==> config.mk <==
export PLATFORM = sky130hd
export DESIGN_NAME = scalar_kalman_filter
export DESIGN_NICKNAME = d
export VERILOG_FILES = /design/src/hdl/skf_pkg.sv /design/src/hdl/scalar_kalman_filter.sv
export SDC_FILE = /design/constraint.sdc
export NUM_CORES = 1
export LEC_CHECK = 0
export BUFFER_PORTS_ARGS = -buffer_cell sky130_fd_sc_hd__buf_4
export CORE_ASPECT_RATIO = 1.1
export CORE_MARGIN = 2
export CORE_UTILIZATION = 60
export CTS_BUF_LIST = sky130_fd_sc_hd__clkbuf_8
export CTS_CLUSTER_DIAMETER = 60
export DETAILED_ROUTE_END_ITERATION = 10
export HOLD_SLACK_MARGIN = 0.05
export PLACE_DENSITY = 0.78
export SLEW_MARGIN = 10
export SYNTH_ARGS = -nofsm -noshare
export SYNTH_HDL_FRONTEND = slang
export SYNTH_SLANG_ARGS = --single-unit
==> constraint.sdc <==
create_clock -name clk -period 8.08 [get_ports clk]
set_input_delay 1.212 -clock clk [delete_from_list [all_inputs] [get_ports clk]]
set_output_delay 1.212 -clock clk [all_outputs]
set_load 0.05 [all_outputs]
==> src/hdl/skf_pkg.sv <==
// Shared constants and types for the scalar Kalman filter.
package skf_pkg;

  // Gain is unsigned Q1.16 and may reach exactly 1.0
  localparam int unsigned GAIN_BITS = 16;
  localparam int unsigned GAIN_W    = GAIN_BITS + 1;
  localparam logic [GAIN_W-1:0] GAIN_ONE = GAIN_W'(1) << GAIN_BITS;

  // One quotient bit per divide step, one gain bit per multiply step
  localparam int unsigned STEPS  = GAIN_W;
  localparam int unsigned STEP_W = $clog2(STEPS);
  localparam logic [STEP_W-1:0] LAST_STEP = STEP_W'(STEPS - 1);

  // Configuration register indexes
  typedef logic [0:0] cfg_index_t;
  localparam cfg_index_t REG_PROCESS_NOISE     = 1'b0;
  localparam cfg_index_t REG_MEASUREMENT_NOISE = 1'b1;

endpackage

==> src/hdl/scalar_kalman_filter.sv <==
// Scalar Kalman filter: bit-serial divider and multiplier around one predict/correct step.
//
// Each accepted sample runs through predict, divide, multiply and finish before the next one is
// accepted: predict the covariance, then a restoring divider that yields one gain bit per
// cycle, then a shift-add multiplier that forms gain times innovation and the covariance
// shrink together (one gain bit per cycle), and last round, clamp and load the result
// register. A zero divisor (covariance plus measurement noise both zero) skips both loops
// and goes straight to the finish. The result stays in its output register until taken; a
// new sample is accepted while it waits, and the following result holds in the finish
// state, stretching the item by the stall, until the output register is free. The user
// must write the noise registers through the cfg port only while no sample is in flight;
// the block itself does not enforce this. FRAC_BITS sets the reset values of the noise
// registers (0.1) and of the covariance (1.0); the gain is always Q1.16.
module scalar_kalman_filter #(
  parameter int unsigned FRAC_BITS = 16
) (
  input  logic                     clk,
  input  logic                     rst,
  // sample channel
  input  logic                     in_valid,
  output logic                     in_ready,
  input  logic signed [31:0]       sample,
  // result channel
  output logic                     out_valid,
  input  logic                     out_ready,
  output logic signed [31:0]       estimate,
  output logic [skf_pkg::GAIN_W-1:0] gain,
  output logic                     zero_divisor,
  // configuration write port
  input  logic                     cfg_we,
  input  skf_pkg::cfg_index_t      cfg_index,
  input  logic [31:0]              cfg_data
);

  localparam logic [31:0] COV_RESET   = 32'(64'd1 << FRAC_BITS);
  localparam logic [31:0] NOISE_RESET = 32'(((64'd1 << FRAC_BITS) + 64'd5) / 64'd10);
  localparam logic [35:0] EST_MAX     = 36'h07FFFFFFF;
  localparam logic [35:0] EST_MIN     = 36'hF80000000;

  localparam int unsigned GW = skf_pkg::GAIN_W;

  typedef enum logic [2:0] {
    IDLE,
    PREDICT,
    DIVIDE,
    MULTIPLY,
    FINISH
  } state_t;

  state_t                   state;
  logic [31:0]              process_noise;
  logic [31:0]              measurement_noise;
  logic [31:0]              covariance;
  logic [31:0]              estimate_reg;
  logic [31:0]              sample_reg;
  logic [31:0]              pred;
  logic [32:0]              divisor;
  logic [32:0]              diff;
  logic                     zero;
  logic [33:0]              rem;
  logic [GW-1:0]            quot;
  logic [GW-1:0]            k_sh;
  logic [GW-1:0]            g_sh;
  logic [33:0]              est_hi;
  logic [GW-1:0]            est_lo;
  logic [32:0]              cov_hi;
  logic [GW-1:0]            cov_lo;
  logic [skf_pkg::STEP_W-1:0] cnt;

  logic [32:0]   pn_sum;
  logic [31:0]   pred_next;
  logic [32:0]   divisor_next;
  logic [32:0]   diff_next;
  logic [33:0]   cand;
  logic          ge;
  logic [33:0]   rem_next;
  logic [GW-1:0] k_fin;
  logic [33:0]   s_est;
  logic [32:0]   s_cov;
  logic [34:0]   est_adj;
  logic [35:0]   x_sum;
  logic [31:0]   estimate_next;
  logic [33:0]   cov_rnd;
  logic [31:0]   covariance_next;
  logic          out_free;

  assign in_ready = (state == IDLE);
  assign out_free = !out_valid || out_ready;

  // Predict: saturating covariance growth, divisor and innovation
  always_comb begin
    pn_sum       = {1'b0, covariance} + {1'b0, process_noise};
    pred_next    = pn_sum[32] ? 32'hFFFF_FFFF : pn_sum[31:0];
    divisor_next = {1'b0, pred_next} + {1'b0, measurement_noise};
    diff_next    = {sample_reg[31], sample_reg} - {estimate_reg[31], estimate_reg};
  end

  // Divide step: the first compare has no shift, the rest double the remainder
  always_comb begin
    cand     = (cnt == '0) ? rem : {rem[32:0], 1'b0};
    ge       = (cand >= {1'b0, divisor});
    rem_next = ge ? (cand - {1'b0, divisor}) : cand;
    k_fin    = {quot[GW-2:0], ge};
  end

  // Multiply step: add the partial product, then shift one bit into the low word
  always_comb begin
    s_est = est_hi + (k_sh[0] ? {diff[32], diff} : 34'd0);
    s_cov = cov_hi + (g_sh[0] ? {1'b0, pred} : 33'd0);
  end

  // Finish: round half up, add to the old estimate, clamp; round the covariance
  always_comb begin
    est_adj = {est_hi, est_lo[GW-1]} + {34'd0, est_lo[GW-2]};
    x_sum   = {{4{estimate_reg[31]}}, estimate_reg} + {est_adj[34], est_adj};
    if ($signed(x_sum) > $signed(EST_MAX)) begin
      estimate_next = EST_MAX[31:0];
    end else if ($signed(x_sum) < $signed(EST_MIN)) begin
      estimate_next = EST_MIN[31:0];
    end else begin
      estimate_next = x_sum[31:0];
    end
    cov_rnd         = {cov_hi, cov_lo[GW-1]} + {33'd0, cov_lo[GW-2]};
    covariance_next = (cov_rnd[33:32] != 2'b00) ? 32'hFFFF_FFFF : cov_rnd[31:0];
  end

  // Sequencer, filter state and result register
  always_ff @(posedge clk) begin
    if (rst) begin
      state             <= IDLE;
      out_valid         <= 1'b0;
      cnt               <= '0;
      process_noise     <= NOISE_RESET;
      measurement_noise <= NOISE_RESET;
      covariance        <= COV_RESET;
      estimate_reg      <= '0;
    end else begin
      // drop the result once it is taken; the finish cycle loads the next one itself
      if (out_valid && out_ready && (state != FINISH)) begin
        out_valid <= 1'b0;
      end

      // noise registers
      if (cfg_we) begin
        case (cfg_index)
          skf_pkg::REG_PROCESS_NOISE:     process_noise     <= cfg_data;
          skf_pkg::REG_MEASUREMENT_NOISE: measurement_noise <= cfg_data;
          default: ;
        endcase
      end

      case (state)
        IDLE: begin
          if (in_valid) begin
            sample_reg <= sample;
            state      <= PREDICT;
          end
        end
        PREDICT: begin
          pred    <= pred_next;
          divisor <= divisor_next;
          diff    <= diff_next;
          zero    <= (divisor_next == '0);
          rem     <= {2'b00, pred_next};
          quot    <= '0;
          cnt     <= '0;
          state   <= (divisor_next == '0) ? FINISH : DIVIDE;
        end
        DIVIDE: begin
          rem  <= rem_next;
          quot <= k_fin;
          if (cnt == skf_pkg::LAST_STEP) begin
            k_sh   <= k_fin;
            g_sh   <= skf_pkg::GAIN_ONE - k_fin;
            est_hi <= '0;
            est_lo <= '0;
            cov_hi <= '0;
            cov_lo <= '0;
            cnt    <= '0;
            state  <= MULTIPLY;
          end else begin
            cnt <= cnt + 1'b1;
          end
        end
        MULTIPLY: begin
          est_hi <= {s_est[33], s_est[33:1]};
          est_lo <= {s_est[0], est_lo[GW-1:1]};
          cov_hi <= {1'b0, s_cov[32:1]};
          cov_lo <= {s_cov[0], cov_lo[GW-1:1]};
          k_sh   <= k_sh >> 1;
          g_sh   <= g_sh >> 1;
          if (cnt == skf_pkg::LAST_STEP) begin
            cnt   <= '0;
            state <= FINISH;
          end else begin
            cnt <= cnt + 1'b1;
          end
        end
        FINISH: begin
          // hold here while the previous result still waits
          if (out_free) begin
            out_valid    <= 1'b1;
            zero_divisor <= zero;
            if (zero) begin
              covariance <= pred;
              estimate   <= estimate_reg;
              gain       <= '0;
            end else begin
              covariance   <= covariance_next;
              estimate_reg <= estimate_next;
              estimate     <= estimate_next;
              gain         <= quot;
            end
            state <= IDLE;
          end
        end
        default: state <= IDLE;
      endcase
    end
  end

endmodule

# Word-level counts from Yosys, hierarchy flattened
# Index checks and enable logic that the tools add are counted.
# W data, S select, Z words.
[word_totals]
ff_bits = 504
inputBits = 70
elab_cells = 104
[op_classes]
add_sub_neg = 11
order_cmp = 3
eq_ne = 10
mux = 34
n_bitwise = 2
reduce_logical = 21
[op_table]
columns = ["cell", "n"]
rows = [
  ["$mux W32", 7],
  ["$pmux W17 S2", 5],
  ["$mux W34", 4],
  ["$pmux W34 S2", 2],
  ["$add A32 B32 Y33", 2],
  ["$pmux W33 S2", 1],
  ["$mux W17", 3],
  ["$add A32 B35 Y36", 1],
  ["$gt A36 B32 Y1 const B", 1],
  ["$lt A36 B32 Y1 const B", 1],
  ["$add A35 B1 Y35", 1],
  ["$add A34 B1 Y34", 1],
  ["$add A34 B34 Y34", 1],
  ["$ge A34 B33 Y1", 1],
  ["$sub A34 B33 Y34", 1],
  ["$add A33 B32 Y33", 1],
  ["$logic_not A33 Y1", 1],
  ["$mux W33", 1],
  ["$sub A32 B32 Y33", 1],
  ["$sub A17 B17 Y17 const A", 1],
  ["$mux W3", 5],
  ["$pmux W3 S5", 1],
  ["$pmux W5 S2", 1],
  ["$reduce_and A2 Y1", 5],
  ["19 further kinds", 32],
]

# Depth between registers and ports, before layout
[logic_depth]
depth_word = 6
ltp_mapped = 26
depth_no_buf = 25

# Worst setup path after synthesis
# Ideal clock, no wire load.
[synth_timing]
path_kind = "input port to flip-flop"
from = "input port rst"
to = "register cov_hi[0], enable pin"
arrival_time_ns = 6.083
t_required_ns = 7.514
setup_slack_ns = 1.431
stages = 4
n_path_buf = 3
cell_sequence = "clkbuf_1 -> clkbuf_1 -> clkbuf_1 -> nor2_1"
[synth_via]
elab_chain_len = 2
[synth_lines]
columns = ["item", "line_no", "text"]
rows = [
  ["from (decl)", "scalar_kalman_filter.sv:18", "input logic rst,"],
  ["$not A1 Y1 (no source line)", "--", ""],
  ["$reduce_and A3 Y1 (no source line)", "--", ""],
  ["to (signal assigned)", "scalar_kalman_filter.sv:188", "cov_hi <= {1'b0, s_cov[32:1]};"],
  ["to (decl)", "scalar_kalman_filter.sv:66", "logic [32:0] cov_hi;"],
]
# Every way passes these cells.
# A chain may end at the register's enable or synchronous reset.

# Worst setup path in the final report
[layout_timing]
from = "register process_noise[0]"
to = "register state[1]"
[layout_via]
elab_chain_len = 6
[layout_lines]
columns = ["item", "line_no", "text"]
rows = [
  ["from (decl)", "scalar_kalman_filter.sv:51", "logic [31:0] process_noise;"],
  ["from (signal assigned)", "scalar_kalman_filter.sv:146", "skf_pkg::REG_PROCESS_NOISE: process_noise <= cfg_data;"],
  ["$add A32 B32 Y33", "scalar_kalman_filter.sv:92", "pn_sum = {1'b0, covariance} + {1'b0, process_noise};"],
  ["$mux W32", "scalar_kalman_filter.sv:93", "pred_next = pn_sum[32] ? 32'hFFFF_FFFF : pn_sum[31:0];"],
  ["named net pred_next[10]", "scalar_kalman_filter.sv:71", "logic [31:0] pred_next;"],
  ["$add A32 B32 Y33", "scalar_kalman_filter.sv:94", "divisor_next = {1'b0, pred_next} + {1'b0, measurement_noise};"],
  ["$logic_not A33 Y1", "scalar_kalman_filter.sv:167", "state <= (divisor_next == '0) ? FINISH : DIVIDE;"],
  ["$mux W3", "scalar_kalman_filter.sv:167", ""],
  ["$pmux W3 S5", "scalar_kalman_filter.sv:152", "case (state)"],
  ["to (signal assigned)", "scalar_kalman_filter.sv:167", ""],
  ["to (decl)", "scalar_kalman_filter.sv:50", "state_t state;"],
]
# The timed path passes the listed nets, and every way through them passes these cells.

==> reports/metrics.yaml <==
max_cap_violations: 0
final_layout_size_suffix_gt1_share_pct: 10.3
clkLatencyLatePin_ns: 0.68
pin_count: 122
grt_pass1_wl_um: 134000
critPathCapture: "state[1]"
synth_fp_nets: 3656
startpoint_type: "register"
powerDensity_nw_per_um2: 182
largest_reg_flops: 64
fillers: 4128
synth-edff-count: 335
clock-sinks: 472
cts-hold-fix-buffers: 0
required_ns: 8.61
hp-class: "reg2reg"
first_pass_iters: 5
clk_pin_slew_ns: 0.06
synth_cell_types: 98
syn_inst: 3343
antenna_cells: 0
cts_tree: "yes"
critPathCaptureType: "register"
core_sq_um: 51200
setup_ws_ns: 1.12
post_cts_buffers: 0
crit_start: "process_noise[0]"
cts-resized-gates: 0
critPathBufInv: 0
critical-path-top-delay-family: "compound AO/OA/AOI/OAI gates"
ant_nets: 0
syn_area_sq_um: 31000
internal_power_w: 0.00437
synthArstFlopShare_pct: 0
viasPerCell: 6.16
dieArea_sq_um: 53500
num-nets-final: 3769
fin_setup_tns_ns: 0
critical_path.slowest_cell: "a211oi_1"
yosys_warnings: 0
crit_type: "reg2reg"
die_w_um: 221
gp_congestion: 1.02
initial_core_util_pct: 60.6
drc: 0
sw_frac_of_total_pct: 29.7
synth_area_per_cell_sq_um: 9.28
status: "complete, no violations"
power_frac_comb_pct: 19.5
max_slew_margin_pct: 16.5
core.rowCount: 87
crit_arrival_ns: 7.49
synth-seq-cells: 472
antenna_found_initial: 0
fin_util_pct: 66.8
slew_violations: 0
grt_max_degree: 109
dr_total_vias: 25800
routed_wl_um: 84500
hold_viol: 0
setup_violations: 0
p_leak_nw: 14.0
syn_to_final_growth_pct: 10.2
r2r_cells: 23
drt_iter0_drc: 2060
ys_seq_area_share_pct: 41.3
min_period_over_period_pct: 86.1
vdd_ir_drop_max_uv: 166
fin_worst_skew_ns: 0.0382
fp.dieH_um: 242
ctsRootBufferMaster: "clkbuf_8"
fmax_mhz: 144
dp_slack_ns: 1.27
r2r_slack_ns: 1.12
wl_per_cell_um: 20.2
rsz0062_at_grt: "false"
htreeDepth: 3
dp_hpwl_um: 62800
cts_max_path_buffers: 3
p_switching_w: 0.00185
grt_use_total_pct: 31.0
cts_made_buffers: 82
r2r-end: "state[1]"
cp_num_cells: 23
p_seq_share_pct: 45.0
grt_pass1_vias: 25300
grt.overflow.total: 0
crit_fanout: 33
worst_pin_slew_ns: 1.25
clockPowerShare_pct: 35.5
r2r-start: "process_noise[0]"
finalCriticalPeriod_ns: 6.96
cpPeakStageDelay_ns: 0.71
synth_flop_cell: "edfxtp_1"
io_buffers: 121
crit_chain: "ha_1 -> fa_1 -> a21oi_1 -> o21a_1 -> o211ai_1 -> a41o_1 -> a221oi_2 -> o31a_1 -> o31ai_1 -> o21ba_2 -> or2_2 -> ha_1 -> nand3_1 -> nor2_1 -> nand3_1 -> a211oi_1 -> o2111ai_1 -> a21oi_1 -> o21ai_0 -> a211oi_1 -> a41oi_2 -> a22oi_2 -> nor3_1"
worst reg2reg max path, delay by kind of cell, from the launching register on:
kind,cells,cell delay (ns)
and+or+nand+nor,5,1.08
DFF,1,0.32
adders and majority gates,3,1.05
AOI/OAI and AO/OA,15,4.37
layer usage:
metal	vias up	GRT usage [%]	part of all wire [%]
met3	201	3.72	5.2
li1	12400	-	-
met5	-	0	0
met1	12400	39.2	42
met2	856	51.8	47
met4	0	17.1	5.6
per-stage QoR:
step | instance area (sq um) | total power, W | instances | hold WS (ns)
3_3_place_gp | 32600 | 0.00399 | 4039 | 0.451
5_1_grt | 34200 | 0.00648 | 4193 | 0.487
6_report | 34200 | 0.00622 | 4193 | 0.463
2_1_floorplan | 31000 | 0.00371 | 3343 | 0.441
3_5_place_dp | 32600 | 0.00403 | 4039 | 0.454
4_1_cts | 34200 | 0.00624 | 4193 | 0.465
how the worst min path moves through the flow:
stage | cells after the start | slack (ns) | start | to
6_report | 2 | 0.46 | measurement_noise[26] | measurement_noise[26]
5_1_grt | 2 | 0.49 | process_noise[18] | process_noise[18]
4_1_cts | 2 | 0.46 | process_noise[9] | process_noise[9]
3_5_place_dp | 2 | 0.45 | process_noise[9] | process_noise[9]
3_3_place_gp | 2 | 0.45 | process_noise[5] | process_noise[5]
2_1_floorplan | 2 | 0.44 | measurement_noise[0] | measurement_noise[0]
cell usage after synthesis (all sizes together), types with 38 or more instances:
library cell,instances,share of area [%]
nor3,52,0.94
edfxtp,335,32
a21o,94,2.3
nor2b,45,0.91
nor2,305,3.7
and2,80,1.6
clkbuf,96,1.2
dfxtp,137,8.8
and3,50,1.0
o21ai,148,2.4
a21oi,347,5.6
o21a,38,0.92
nand2,350,4.2
xor2,105,3.0
inv,149,1.8
xnor2,142,4.0
a211oi,48,1.2
nand2b,52,1.0
ha,236,9.5
nand3,83,1.3
placed cells by master, fill, tap and decap left out, types with 11 or more instances in the layout:
| cell type | instances |
|---|---|
| edfxtp_1 | 335 |
| nand2b_1 | 52 |
| nand2_1 | 349 |
| buf_4 | 146 |
| dfxtp_1 | 137 |
| o21ai_0 | 139 |
| clkinv_2 | 12 |
| clkbuf_8 | 88 |
| mux2_2 | 35 |
| nand3b_1 | 27 |
| nor3_1 | 46 |
| a21o_1 | 94 |
| a31oi_1 | 20 |
| and3_1 | 49 |
| mux2i_1 | 11 |
| o21bai_1 | 29 |
| ha_1 | 236 |
| a21oi_1 | 346 |
| o2111ai_1 | 13 |
| xor2_1 | 105 |
| or3_1 | 15 |
| nand3_1 | 83 |
| nor4_1 | 11 |
| clkinv_1 | 13 |
| a22oi_1 | 30 |
| nor3b_1 | 11 |
| a211oi_1 | 46 |
| inv_1 | 178 |
| o21a_1 | 38 |
| or2_2 | 20 |
| o211ai_1 | 19 |
| nor2_1 | 301 |
| nand4_1 | 27 |
| xnor2_1 | 142 |
| and2_1 | 76 |
| nor2b_1 | 44 |
logic make-up (layout without fill, tap and decap cells):
| group | count (synthesis) | after routing | share of synthesized area (%) |
|---|---|---|---|
| multiplexers | 46 | 46 | 1.63 |
| adder cells (fa/ha/maj) | 243 | 243 | 9.97 |
| AND/OR/NAND/NOR | 1166 | 1166 | 18.3 |
| XOR/XNOR | 247 | 247 | 6.97 |
| AO/OA/AOI/OAI | 903 | 903 | 18.6 |
| buffers and inverters | 266 | 449 | 3.27 |
| flip-flops | 472 | 472 | 41.3 |
power groups by stage:
stage               combinational [W]  sequential (W)  clock, W
finish                        0.00121         0.00280   0.00221
global route                  0.00133         0.00281   0.00235
CTS                           0.00120         0.00280   0.00225
detailed placement            0.00118         0.00285         0
global placement              0.00115         0.00284         0
floorplan                    0.000892         0.00282         0
area by class of cell:
type	instances	area (sq um)	share of cell area (%)
Sequential cell	472	12800	37.4
Multi-Input combinational cell	2605	17300	50.5
Clock buffer	88	1210	3.54
Tap cell	667	835	2.44
Inverter	149	559	1.64
Timing Repair Buffer	146	1100	3.21
Clock inverter	66	424	1.24
(Power assumes the default switching activity.)
